===== src/gbrm_pkg.sv =====
// Shared types and constants for the gated bit range mapper.
// Used by the channel interfaces and the top level; depends on nothing.
`default_nettype none

package gbrm_pkg;

   localparam int NUM_ENTRIES_DEF = 32;
   localparam int STORE_BYTES_DEF = 64;
   localparam int NUM_OUTPUTS_DEF = 25;

   localparam int CSR_W   = 6;
   localparam int INDEX_W = 9;
   localparam int WORD_W  = 32;

   localparam logic [1:0] FUNC_STOP = 2'd0;
   localparam logic [1:0] FUNC_KEY  = 2'd1;
   localparam logic [1:0] FUNC_MAP  = 2'd2;

   typedef struct packed {
      logic [INDEX_W-1:0] start_bit;
      logic [INDEX_W-1:0] end_bit;
      logic signed [7:0]  shift_amount;
      logic [INDEX_W-1:0] gate_index;
      logic [INDEX_W-1:0] and_index;
      logic [INDEX_W-1:0] nand_index;
      logic               ungated;
      logic               is_coupler;
   } map_entry_type;

endpackage

`default_nettype wire


===== src/gbrm_ifs.sv =====
// Valid/ready channel interfaces for the gated bit range mapper.
// Depends on gbrm_pkg for field widths.
`default_nettype none

interface gbrm_req_if;
   logic                           valid;
   logic                           ready;
   logic [1:0]                     func;
   logic [4:0]                     slot;
   logic [gbrm_pkg::WORD_W-1:0]    data_word;
   logic [gbrm_pkg::INDEX_W-1:0]   start_bit;
   logic [gbrm_pkg::INDEX_W-1:0]   end_bit;
   logic signed [7:0]              shift_amount;
   logic [gbrm_pkg::INDEX_W-1:0]   gate_index;
   logic [gbrm_pkg::INDEX_W-1:0]   and_index;
   logic [gbrm_pkg::INDEX_W-1:0]   nand_index;
   logic                           ungated;
   logic                           is_coupler;

   modport source (output valid, func, slot, data_word, start_bit, end_bit, shift_amount,
                   gate_index, and_index, nand_index, ungated, is_coupler, input ready);
   modport sink (input valid, func, slot, data_word, start_bit, end_bit, shift_amount,
                 gate_index, and_index, nand_index, ungated, is_coupler, output ready);
endinterface

interface gbrm_rsp_if #(parameter int NUM_OUTPUTS = gbrm_pkg::NUM_OUTPUTS_DEF);
   logic                   valid;
   logic                   ready;
   logic [NUM_OUTPUTS-1:0] drive_pattern;

   modport source (output valid, drive_pattern, input ready);
   modport sink (input valid, drive_pattern, output ready);
endinterface

interface gbrm_csr_if;
   logic                       valid;
   logic                       ready;
   logic [gbrm_pkg::CSR_W-1:0] data;

   modport source (output valid, data, input ready);
   modport sink (input valid, data, output ready);
endinterface

`default_nettype wire


===== src/gbrm_ram.sv =====
// Generic single-write, single-read RAM with registered read data.
// Depends on nothing.
`default_nettype none

module gbrm_ram #(
   parameter int WIDTH = 32,
   parameter int DEPTH = 16,
   localparam int AW = (DEPTH > 1) ? $clog2(DEPTH) : 1
) (
   input  logic             clock,
   input  logic             wr_en,
   input  logic [AW-1:0]    wr_addr,
   input  logic [WIDTH-1:0] wr_data,
   input  logic [AW-1:0]    rd_addr,
   output logic [WIDTH-1:0] rd_data
);

   logic [WIDTH-1:0] mem_ff [DEPTH];
   logic [WIDTH-1:0] rd_data_ff;

   always_ff @(posedge clock) begin
      if (wr_en) begin
         mem_ff[wr_addr] <= wr_data;
      end
      rd_data_ff <= mem_ff[rd_addr];
   end

   assign rd_data = rd_data_ff;

endmodule

`default_nettype wire


===== src/gated_bit_range_mapper.sv =====
// Top level of the gated bit range mapper: key, stop and mapping stores and the entry walker.
// Depends on gbrm_pkg, the channel interfaces in gbrm_ifs and gbrm_ram.
//
//   Channel    Dir  Word                                   Accepted when
//   req_chan   in   func, slot, store data, entry fields   valid & ready
//   rsp_chan   out  drive_pattern                          valid & ready
//   csr_chan   in   valid_blocks                           valid & ready (ready always high)
//
// A table write gives no word. A store write gives one drive pattern: the walker
// reads min(valid_blocks, NUM_ENTRIES) mapping entries from the table RAM, one per
// cycle, and each entry then passes three pipeline stages. Reset clears the valid
// bits of all stores at once.
// While a finished pattern waits on rsp_chan the next word is taken in, and its
// result waits, with req_chan not ready, until the output register is free.
`default_nettype none

module gated_bit_range_mapper #(
   parameter int NUM_ENTRIES = gbrm_pkg::NUM_ENTRIES_DEF,
   parameter int STORE_BYTES = gbrm_pkg::STORE_BYTES_DEF,
   parameter int NUM_OUTPUTS = gbrm_pkg::NUM_OUTPUTS_DEF
) (
   input  logic           clock,
   input  logic           reset,
   gbrm_req_if.sink       req_chan,
   gbrm_rsp_if.source     rsp_chan,
   gbrm_csr_if.sink       csr_chan
);

   localparam int NUM_WORDS = (STORE_BYTES + 3) / 4;
   localparam int WAW = $clog2(NUM_WORDS);
   localparam int EAW = (NUM_ENTRIES > 1) ? $clog2(NUM_ENTRIES) : 1;
   localparam int CW = $clog2(NUM_ENTRIES + 1);
   localparam int ENTRY_W = $bits(gbrm_pkg::map_entry_type);
   localparam int WW = gbrm_pkg::WORD_W;

   typedef enum logic [2:0] {
      ST_IDLE = 3'b001,
      ST_WALK = 3'b010,
      ST_DONE = 3'b100
   } state_type;

   function automatic logic [WW-1:0] word_mask(input logic [4:0] word);
      logic [WW-1:0] m;
      m = '0;
      for (int j = 0; j < 4; j++) begin
         if (4 * int'(word) + j < STORE_BYTES) begin
            m[8*j +: 8] = 8'hFF;
         end
      end
      return m;
   endfunction

   state_type                    state_ff, state_in;
   logic [gbrm_pkg::CSR_W-1:0]   vblk_ff, vblk_in;
   logic [NUM_WORDS-1:0]         key_vld_ff, key_vld_in;
   logic [NUM_WORDS-1:0]         stop_vld_ff, stop_vld_in;
   logic [NUM_ENTRIES-1:0]       tbl_vld_ff, tbl_vld_in;
   logic [CW-1:0]                idx_ff, idx_in;
   logic [CW-1:0]                used_ff, used_in;
   logic                         s1_v_ff, s1_v_in;
   logic [EAW-1:0]               s1_idx_ff, s1_idx_in;
   logic                         s2_v_ff, s2_v_in;
   logic [4:0]                   s2_bofs_ff, s2_bofs_in;
   logic [4:0]                   s2_klo_ff, s2_klo_in;
   logic [4:0]                   s2_khi_ff, s2_khi_in;
   logic [4:0]                   s2_gw_ff, s2_gw_in;
   logic [4:0]                   s2_gb_ff, s2_gb_in;
   logic [4:0]                   s2_sw_ff, s2_sw_in;
   logic [4:0]                   s2_sb_ff, s2_sb_in;
   logic signed [9:0]            s2_span_ff, s2_span_in;
   logic signed [7:0]            s2_off_ff, s2_off_in;
   logic                         s2_ung_ff, s2_ung_in;
   logic                         s2_cpl_ff, s2_cpl_in;
   logic                         s3_v_ff, s3_v_in;
   logic [NUM_OUTPUTS-1:0]       s3_taken_ff, s3_taken_in;
   logic signed [7:0]            s3_off_ff, s3_off_in;
   logic [NUM_OUTPUTS-1:0]       acc_ff, acc_in;
   logic                         rsp_v_ff, rsp_v_in;
   logic [NUM_OUTPUTS-1:0]       rsp_data_ff, rsp_data_in;

   logic                         accept;
   logic                         is_store;
   logic                         tbl_we;
   logic                         key_we;
   logic                         stop_we;
   logic                         issue;
   gbrm_pkg::map_entry_type      tbl_wdata;
   gbrm_pkg::map_entry_type      entry;
   logic [ENTRY_W-1:0]           tbl_rdata;
   logic [WW-1:0]                key_lo_rdata, key_hi_rdata;
   logic [WW-1:0]                stop_g_rdata, stop_s_rdata;
   logic [WW-1:0]                key_lo_word, key_hi_word;
   logic [WW-1:0]                stop_g_word, stop_s_word;
   logic [2*WW-1:0]              key_window;
   logic [8:0]                   sel_index;
   logic                         gate_on, sel_on, active;
   logic [7:0]                   off_mag;
   logic [NUM_OUTPUTS-1:0]       shifted;

   assign accept = req_chan.valid && req_chan.ready;
   assign is_store = (req_chan.func == gbrm_pkg::FUNC_STOP) ||
                     (req_chan.func == gbrm_pkg::FUNC_KEY);
   assign tbl_we = accept && (req_chan.func == gbrm_pkg::FUNC_MAP) &&
                   (int'(req_chan.slot) < NUM_ENTRIES);
   assign key_we = accept && (req_chan.func == gbrm_pkg::FUNC_KEY) &&
                   (int'(req_chan.slot) < NUM_WORDS);
   assign stop_we = accept && (req_chan.func == gbrm_pkg::FUNC_STOP) &&
                    (int'(req_chan.slot) < NUM_WORDS);
   assign issue = (state_ff == ST_WALK) && (idx_ff < used_ff);

   assign tbl_wdata.start_bit    = req_chan.start_bit;
   assign tbl_wdata.end_bit      = req_chan.end_bit;
   assign tbl_wdata.shift_amount = req_chan.shift_amount;
   assign tbl_wdata.gate_index   = req_chan.gate_index;
   assign tbl_wdata.and_index    = req_chan.and_index;
   assign tbl_wdata.nand_index   = req_chan.nand_index;
   assign tbl_wdata.ungated      = req_chan.ungated;
   assign tbl_wdata.is_coupler   = req_chan.is_coupler;

   assign req_chan.ready = (state_ff == ST_IDLE);
   assign csr_chan.ready = 1'b1;
   assign rsp_chan.valid = rsp_v_ff;
   assign rsp_chan.drive_pattern = rsp_data_ff;

   assign entry = tbl_vld_ff[s1_idx_ff] ? gbrm_pkg::map_entry_type'(tbl_rdata) : '0;
   assign sel_index = entry.is_coupler ? entry.and_index : entry.nand_index;

   gbrm_ram #(.WIDTH(ENTRY_W), .DEPTH(NUM_ENTRIES)) u_tbl_ram (
      .clock   (clock),
      .wr_en   (tbl_we),
      .wr_addr (EAW'(req_chan.slot)),
      .wr_data (tbl_wdata),
      .rd_addr (idx_ff[EAW-1:0]),
      .rd_data (tbl_rdata)
   );

   gbrm_ram #(.WIDTH(WW), .DEPTH(NUM_WORDS)) u_key_lo_ram (
      .clock   (clock),
      .wr_en   (key_we),
      .wr_addr (WAW'(req_chan.slot)),
      .wr_data (req_chan.data_word),
      .rd_addr (WAW'(entry.start_bit[8:5])),
      .rd_data (key_lo_rdata)
   );

   gbrm_ram #(.WIDTH(WW), .DEPTH(NUM_WORDS)) u_key_hi_ram (
      .clock   (clock),
      .wr_en   (key_we),
      .wr_addr (WAW'(req_chan.slot)),
      .wr_data (req_chan.data_word),
      .rd_addr (WAW'({1'b0, entry.start_bit[8:5]} + 5'd1)),
      .rd_data (key_hi_rdata)
   );

   gbrm_ram #(.WIDTH(WW), .DEPTH(NUM_WORDS)) u_stop_g_ram (
      .clock   (clock),
      .wr_en   (stop_we),
      .wr_addr (WAW'(req_chan.slot)),
      .wr_data (req_chan.data_word),
      .rd_addr (WAW'(entry.gate_index[8:5])),
      .rd_data (stop_g_rdata)
   );

   gbrm_ram #(.WIDTH(WW), .DEPTH(NUM_WORDS)) u_stop_s_ram (
      .clock   (clock),
      .wr_en   (stop_we),
      .wr_addr (WAW'(req_chan.slot)),
      .wr_data (req_chan.data_word),
      .rd_addr (WAW'(sel_index[8:5])),
      .rd_data (stop_s_rdata)
   );

   always_comb begin
      key_lo_word = key_lo_rdata & word_mask(s2_klo_ff) & {WW{key_vld_ff[WAW'(s2_klo_ff)]}};
      key_hi_word = key_hi_rdata & word_mask(s2_khi_ff) & {WW{key_vld_ff[WAW'(s2_khi_ff)]}};
      stop_g_word = stop_g_rdata & word_mask(s2_gw_ff) & {WW{stop_vld_ff[WAW'(s2_gw_ff)]}};
      stop_s_word = stop_s_rdata & word_mask(s2_sw_ff) & {WW{stop_vld_ff[WAW'(s2_sw_ff)]}};
      key_window = {key_hi_word, key_lo_word} >> s2_bofs_ff;
      gate_on = stop_g_word[s2_gb_ff];
      sel_on = stop_s_word[s2_sb_ff];
      active = s2_ung_ff || (gate_on && (s2_cpl_ff ? sel_on : !sel_on));
      off_mag = ~s3_off_ff + 8'd1;
      if (s3_off_ff[7]) begin
         shifted = s3_taken_ff >> off_mag;
      end else begin
         shifted = s3_taken_ff << s3_off_ff[6:0];
      end
   end

   always_comb begin
      state_in = state_ff;
      vblk_in = vblk_ff;
      key_vld_in = key_vld_ff;
      stop_vld_in = stop_vld_ff;
      tbl_vld_in = tbl_vld_ff;
      idx_in = idx_ff;
      used_in = used_ff;
      acc_in = acc_ff;
      rsp_v_in = rsp_v_ff;
      rsp_data_in = rsp_data_ff;

      if (csr_chan.valid && csr_chan.ready) begin
         vblk_in = csr_chan.data;
      end
      if (key_we) begin
         key_vld_in[WAW'(req_chan.slot)] = 1'b1;
      end
      if (stop_we) begin
         stop_vld_in[WAW'(req_chan.slot)] = 1'b1;
      end
      if (tbl_we) begin
         tbl_vld_in[EAW'(req_chan.slot)] = 1'b1;
      end
      if (rsp_v_ff && rsp_chan.ready) begin
         rsp_v_in = 1'b0;
      end

      s1_v_in = issue;
      s1_idx_in = idx_ff[EAW-1:0];
      if (issue) begin
         idx_in = idx_ff + CW'(1);
      end

      s2_v_in = s1_v_ff;
      s2_bofs_in = entry.start_bit[4:0];
      s2_klo_in = {1'b0, entry.start_bit[8:5]};
      s2_khi_in = {1'b0, entry.start_bit[8:5]} + 5'd1;
      s2_gw_in = {1'b0, entry.gate_index[8:5]};
      s2_gb_in = entry.gate_index[4:0];
      s2_sw_in = {1'b0, sel_index[8:5]};
      s2_sb_in = sel_index[4:0];
      s2_span_in = $signed({1'b0, entry.end_bit}) - $signed({1'b0, entry.start_bit});
      s2_off_in = entry.shift_amount;
      s2_ung_in = entry.ungated;
      s2_cpl_in = entry.is_coupler;

      s3_v_in = s2_v_ff;
      s3_off_in = s2_off_ff;
      for (int k = 0; k < NUM_OUTPUTS; k++) begin
         s3_taken_in[k] = active && key_window[k] &&
                          ((k == 0) || (s2_span_ff >= $signed(10'(k))));
      end

      if (s3_v_ff) begin
         acc_in = acc_ff | shifted;
      end

      unique case (state_ff)
         ST_IDLE: begin
            if (accept && is_store) begin
               state_in = ST_WALK;
               idx_in = '0;
               acc_in = '0;
               if (int'(vblk_ff) > NUM_ENTRIES) begin
                  used_in = CW'(NUM_ENTRIES);
               end else begin
                  used_in = CW'(vblk_ff);
               end
            end
         end
         ST_WALK: begin
            if (!issue && !s1_v_ff && !s2_v_ff && !s3_v_ff) begin
               state_in = ST_DONE;
            end
         end
         ST_DONE: begin
            if (!rsp_v_ff || rsp_chan.ready) begin
               rsp_v_in = 1'b1;
               rsp_data_in = acc_ff;
               state_in = ST_IDLE;
            end
         end
         default: begin
            state_in = ST_IDLE;
         end
      endcase
   end

   always_ff @(posedge clock) begin
      if (reset) begin
         state_ff <= ST_IDLE;
         vblk_ff <= '0;
         key_vld_ff <= '0;
         stop_vld_ff <= '0;
         tbl_vld_ff <= '0;
         idx_ff <= '0;
         used_ff <= '0;
         s1_v_ff <= 1'b0;
         s2_v_ff <= 1'b0;
         s3_v_ff <= 1'b0;
         rsp_v_ff <= 1'b0;
      end else begin
         state_ff <= state_in;
         vblk_ff <= vblk_in;
         key_vld_ff <= key_vld_in;
         stop_vld_ff <= stop_vld_in;
         tbl_vld_ff <= tbl_vld_in;
         idx_ff <= idx_in;
         used_ff <= used_in;
         s1_v_ff <= s1_v_in;
         s2_v_ff <= s2_v_in;
         s3_v_ff <= s3_v_in;
         rsp_v_ff <= rsp_v_in;
      end
      s1_idx_ff <= s1_idx_in;
      s2_bofs_ff <= s2_bofs_in;
      s2_klo_ff <= s2_klo_in;
      s2_khi_ff <= s2_khi_in;
      s2_gw_ff <= s2_gw_in;
      s2_gb_ff <= s2_gb_in;
      s2_sw_ff <= s2_sw_in;
      s2_sb_ff <= s2_sb_in;
      s2_span_ff <= s2_span_in;
      s2_off_ff <= s2_off_in;
      s2_ung_ff <= s2_ung_in;
      s2_cpl_ff <= s2_cpl_in;
      s3_taken_ff <= s3_taken_in;
      s3_off_ff <= s3_off_in;
      acc_ff <= acc_in;
      rsp_data_ff <= rsp_data_in;
   end

endmodule

`default_nettype wire


===== src/flat_wrapper.sv =====
// flat-port wrapper written by rule: the top's interface ports become plain ports
module gated_bit_range_mapper_flat 
#(
   parameter int NUM_ENTRIES = gbrm_pkg::NUM_ENTRIES_DEF,
   parameter int STORE_BYTES = gbrm_pkg::STORE_BYTES_DEF,
   parameter int NUM_OUTPUTS = gbrm_pkg::NUM_OUTPUTS_DEF
)
  (clock, reset, req_chan_valid, req_chan_func, req_chan_slot, req_chan_data_word, req_chan_start_bit, req_chan_end_bit, req_chan_shift_amount, req_chan_gate_index, req_chan_and_index, req_chan_nand_index, req_chan_ungated, req_chan_is_coupler, req_chan_ready, rsp_chan_valid, rsp_chan_drive_pattern, rsp_chan_ready, csr_chan_valid, csr_chan_data, csr_chan_ready);
  gbrm_req_if req_chan_i ();
  gbrm_rsp_if #(.NUM_OUTPUTS(NUM_OUTPUTS)) rsp_chan_i ();
  gbrm_csr_if csr_chan_i ();
  input  logic clock;
  input  logic reset;
  input wire logic [$bits(req_chan_i.valid)-1:0] req_chan_valid;
  input wire logic [$bits(req_chan_i.func)-1:0] req_chan_func;
  input wire logic [$bits(req_chan_i.slot)-1:0] req_chan_slot;
  input wire logic [$bits(req_chan_i.data_word)-1:0] req_chan_data_word;
  input wire logic [$bits(req_chan_i.start_bit)-1:0] req_chan_start_bit;
  input wire logic [$bits(req_chan_i.end_bit)-1:0] req_chan_end_bit;
  input wire logic [$bits(req_chan_i.shift_amount)-1:0] req_chan_shift_amount;
  input wire logic [$bits(req_chan_i.gate_index)-1:0] req_chan_gate_index;
  input wire logic [$bits(req_chan_i.and_index)-1:0] req_chan_and_index;
  input wire logic [$bits(req_chan_i.nand_index)-1:0] req_chan_nand_index;
  input wire logic [$bits(req_chan_i.ungated)-1:0] req_chan_ungated;
  input wire logic [$bits(req_chan_i.is_coupler)-1:0] req_chan_is_coupler;
  output wire logic [$bits(req_chan_i.ready)-1:0] req_chan_ready;
  output wire logic [$bits(rsp_chan_i.valid)-1:0] rsp_chan_valid;
  output wire logic [$bits(rsp_chan_i.drive_pattern)-1:0] rsp_chan_drive_pattern;
  input wire logic [$bits(rsp_chan_i.ready)-1:0] rsp_chan_ready;
  input wire logic [$bits(csr_chan_i.valid)-1:0] csr_chan_valid;
  input wire logic [$bits(csr_chan_i.data)-1:0] csr_chan_data;
  output wire logic [$bits(csr_chan_i.ready)-1:0] csr_chan_ready;
  assign req_chan_i.valid = req_chan_valid;
  assign req_chan_i.func = req_chan_func;
  assign req_chan_i.slot = req_chan_slot;
  assign req_chan_i.data_word = req_chan_data_word;
  assign req_chan_i.start_bit = req_chan_start_bit;
  assign req_chan_i.end_bit = req_chan_end_bit;
  assign req_chan_i.shift_amount = req_chan_shift_amount;
  assign req_chan_i.gate_index = req_chan_gate_index;
  assign req_chan_i.and_index = req_chan_and_index;
  assign req_chan_i.nand_index = req_chan_nand_index;
  assign req_chan_i.ungated = req_chan_ungated;
  assign req_chan_i.is_coupler = req_chan_is_coupler;
  assign req_chan_ready = req_chan_i.ready;
  assign rsp_chan_valid = rsp_chan_i.valid;
  assign rsp_chan_drive_pattern = rsp_chan_i.drive_pattern;
  assign rsp_chan_i.ready = rsp_chan_ready;
  assign csr_chan_i.valid = csr_chan_valid;
  assign csr_chan_i.data = csr_chan_data;
  assign csr_chan_ready = csr_chan_i.ready;
  gated_bit_range_mapper #(.NUM_ENTRIES(NUM_ENTRIES), .STORE_BYTES(STORE_BYTES), .NUM_OUTPUTS(NUM_OUTPUTS)) u_core (.clock(clock), .reset(reset), .req_chan(req_chan_i), .rsp_chan(rsp_chan_i), .csr_chan(csr_chan_i));
endmodule

===== config.mk =====
export PLATFORM = sky130hd
export DESIGN_NAME = gated_bit_range_mapper_flat
export DESIGN_NICKNAME = d
export VERILOG_FILES = /design/src/gbrm_pkg.sv /design/src/gbrm_ifs.sv /design/src/gbrm_ram.sv /design/src/gated_bit_range_mapper.sv /design/src/flat_wrapper.sv
export SDC_FILE = /design/constraint.sdc
export NUM_CORES = 2
export LEC_CHECK = 0
export ABC_AREA = 1
export BUFFER_PORTS_ARGS = -buffer_cell sky130_fd_sc_hd__buf_2
export CAP_MARGIN = 25
export CORE_MARGIN = 5
export CORE_UTILIZATION = 35
export CTS_BUF_LIST = sky130_fd_sc_hd__clkbuf_4 sky130_fd_sc_hd__clkbuf_8 sky130_fd_sc_hd__clkbuf_16
export DETAILED_ROUTE_END_ITERATION = 10
export PLACE_DENSITY = 0.57
export SYNTH_ARGS = -nofsm -noshare
export SYNTH_HDL_FRONTEND = slang
export SYNTH_SLANG_ARGS = --single-unit

===== constraint.sdc =====
create_clock -name clock -period 11.05 [get_ports clock]
set_input_delay 0.5525 -clock clock [delete_from_list [all_inputs] [get_ports clock]]
set_output_delay 0.5525 -clock clock [all_outputs]
set_load 0.02 [all_outputs]

==> metrics.md <==
| Metric | Value |
|---|---|
| DP Cell Count | 17500 |
| I/O Buffers | 131 |
| Yosys warnings | 0 |
| Routed Antenna Nets | 0 |
| CP Launch Type | flop |
| CP endpoint kind | flop |
| Fin nets | 12800 |
| Synth cell types | 54 |
| Worst hold path type | input pin to flop |
| Slew HR | 18.2% |
| GRT overflow | 0 |
| Total number of vias | 99500 |
| Largest net degree at the start of global routing | 301 |
| Critical Path Fanout Max | 70 |
| Initial Utilization | 35.2% |
| Peak supply drop | 0.000130 V |
| Worst-case clock buffer depth | 4 |
| Clock Pin Slew Worst Setup and Hold Paths | 0.06 ns |
| Synth area leaders | edfxtp_1, nand2_1, nand3_1, dfxtp_1, o21ai_0 |
| Reg2Reg Capture Point | u_core.u_stop_s_ram.rd_data[23] |
| RePlAce Congestion | 0.877 |
| Share of layout cells above drive strength 1 | 7.98% |
| First-pass GRT wire length | 641000 um |
| Routed len/inst | 24.2 um |
| Synth cell count leaders | edfxtp_1, nand2_1, nand3_1 |
| Antenna violations before repair | 62 |
| Routed vias/inst | 5.46 |
| Fmax | 198 MHz |
| Worst setup path category | flop to flop |
| Critical path arrival | 5.90 ns |
| Mapped cell area | 0.137 mm2 |
| Ys flop type | edfxtp_1 |
| Layout Area Growth over Synthesis | 12.7% |
| Root buf cell | clkbuf_16 |
| Worst setup endpoint | u_core.u_stop_s_ram.rd_data[23] |
| Multi-input logic area | 0.0382 mm2 |
| Synth Instances | 12900 |
| I/O pin total | 133 |
| Max H-tree Level | 5 |
| Total GRT Usage | 21.0% |
| Setup Skew | 0.0646 ns |
| Layout fillers | 37300 |
| Clock Latency Late Sink | 0.95 ns |
| # setup viols final | 0 |
| Max-cap violation count | 0 |
| Setup TNS | 0 ns |
| Asr flop ratio synth | 0% |
| Reg-to-Reg Start | u_core.s1_idx_ff[0] |
| Die width | 636 um |
| Mapped Nets | 13000 |
| Status | complete, no violations |
| Register area share after synthesis | 67.1% |
| Worst r2r path cells | 15 |
| Synth Register Bits | 3188 |
| Post-cts resize count | 0 |
| Worst reg2reg setup slack | 5.99 ns |
| Tightest Pin Transition | 1.23 ns |
| Router iterations before antenna repair | 6 |
| P per Cell Area | 168 mW/mm2 |
| Clk sinks | 3188 |
| Max Slew Vio Count | 0 |
| Post-DP HPWL | 233000 um |
| CTS tree | yes |
| CP required | 11.89 ns |
| DR DRC count | 0 |
| 1st-iter DRT viols | 11900 |
| Crit path from | u_core.s1_idx_ff[0] |
| Sequential Area | 0.0920 mm2 |
| Post-CTS setup buffers | 0 |
| Die ar. | 0.404 mm2 |
| Final period utilization | 45.8% |
| Pleak | 55.9 nW |
| Vias in the first global route | 92500 |
| FP Rows | 229 |
| Final cell count without fillers | 18200 |
| Post-synth top area share | 61.6% |
| TritonCTS Buffers | 344 |
| Post-Syn Area per Cell | 10.6 um2 |
| Period minus WS final | 5.06 ns |
| Final hold vios | 0 |
| DRT Wirelength | 441000 um |
| Unrepaired setup endpoints after global routing | false |
| Cts hold-fix bufs | 14 |
| Biggest area consumer among synthesized cells | edfxtp_1 |
| CORE AREA | 0.389 mm2 |
| Most frequent cell after synthesis | edfxtp_1 |
| Number of flops mapped to enable cells by yosys | 2809 |
| Die height | 636 um |
registers in the layout, summed over array words and instances, names as in the netlist, 10 cells and up:
name,count
u_core.u_tbl_ram.mem_ff,1760
u_core.u_key_lo_ram.mem_ff,512
u_core.u_stop_s_ram.mem_ff,512
u_core.u_tbl_ram.rd_data,55
u_core.tbl_vld_ff,32
u_core.u_key_lo_ram.rd_data,32
u_core.u_stop_g_ram.rd_data,32
u_core.u_stop_s_ram.rd_data,32
u_core.acc_ff,25
u_core.rsp_chan.drive_pattern,25
u_core.s3_taken_ff,25
u_core.u_key_hi_ram.rd_data,24
u_core.key_vld_ff,16
u_core.stop_vld_ff,16
u_core.s2_span_ff,10
placed cells by master, fill, tap and decap left out, types with 131 or more instances in the layout:
| cell | instances |
|---|---|
| o22ai_1 | 289 |
| edfxtp_1 | 2809 |
| a21oi_1 | 196 |
| buf_2 | 131 |
| buf_4 | 177 |
| nand2_1 | 2236 |
| o221ai_1 | 155 |
| inv_1 | 976 |
| dfxtp_1 | 371 |
| nor2_1 | 1207 |
| clkbuf_16 | 354 |
| o211ai_1 | 509 |
| o21ai_0 | 1300 |
| nand3_1 | 1605 |
worst min path at each step:
stage,start,to,slack [ns],depth (start not counted)
2_1_floorplan,u_core.s2_off_ff[0],u_core.s3_off_ff[0],0.31,0
3_3_place_gp,u_core.s2_off_ff[3],u_core.s3_off_ff[3],0.31,0
3_5_place_dp,u_core.s2_off_ff[3],u_core.s3_off_ff[3],0.31,0
4_1_cts,req_chan_end_bit[3],u_core.u_tbl_ram.mem_ff[24][40],0.03,1
5_1_grt,req_chan_shift_amount[3],u_core.u_tbl_ram.mem_ff[27][32],0.09,1
6_report,req_chan_end_bit[3],u_core.u_tbl_ram.mem_ff[18][40],0.1,1
area by class of cell:
class | instances | share of cell area [%]
Antenna cell | 43 | 0.0697
Clock buffer | 491 | 6.55
Clock inverter | 143 | 0.719
Inverter | 1010 | 2.48
Multi-Input combinational cell | 7816 | 24.7
Sequential cell | 3188 | 59.6
Tap cell | 5197 | 4.21
Timing Repair Buffer | 343 | 1.67
metrics by stage:
stage	utilization (%)	hold slack [ns]	total power [mW]	setup WS [ns]	instance area, um2
global placement	36.6	0.315	14.8	6.16	143000
finish	39.6	0.0992	25.9	5.99	154000
CTS	39.6	0.0278	26.1	6.07	154000
global route	39.6	0.0895	26.8	5.65	154000
floorplan	-	0.310	14.2	6.70	137000
detailed placement	36.7	0.314	14.8	6.11	143000
worst max-delay path, cell delays in order, from the launching register on:
cell and delay (ns):
dfxtp_1 0.71, nor2_1 0.09, nor2_1 0.10, o21ai_0 0.11, o211ai_1 0.12, nand3_2 0.11, nand3_4 0.18, nand2_4 0.39
inv_4 0.38, nand2_8 0.43, inv_4 0.85, buf_4 0.89, nand3_1 0.18, nand3_1 0.14, nand3_1 0.09, nand2_1 0.09
routing by layer:
layer / share of wire [%] / vias to the layer above / global-route usage [%]
met1: 42 / 49100 / 28.6
met5: 0.019 / - / 0
li1: - / 45300 / -
met3: 7.9 / 816 / 3.12
met2: 47 / 4290 / 34.1
met4: 3.6 / 14 / 7.43
kinds of logic (layout without fill, tap and decap cells):
family | Yosys count | count (layout) | synth area share [%]
muxes | 4 | 4 | 0.0292
DFF | 3188 | 3188 | 67.1
AOI/OAI and AO/OA | 2549 | 2549 | 11.1
and+or+nand+nor | 5231 | 5231 | 16.0
buffers and inverters | 1900 | 1987 | 5.48
other | 1 | 44 | 0.00274
adders and majority gates | 18 | 18 | 0.170
xor gates and xnor gates | 13 | 13 | 0.0831
report_power, final:
group	internal (mW)	switching (mW)	total, mW
combinational	0.304	0.981	1.29
sequential	13.2	0.0733	13.3
clock	6.64	4.76	11.4
total	20.1	5.81	25.9
No activity file was read; power rests on OpenSTA's default activity.
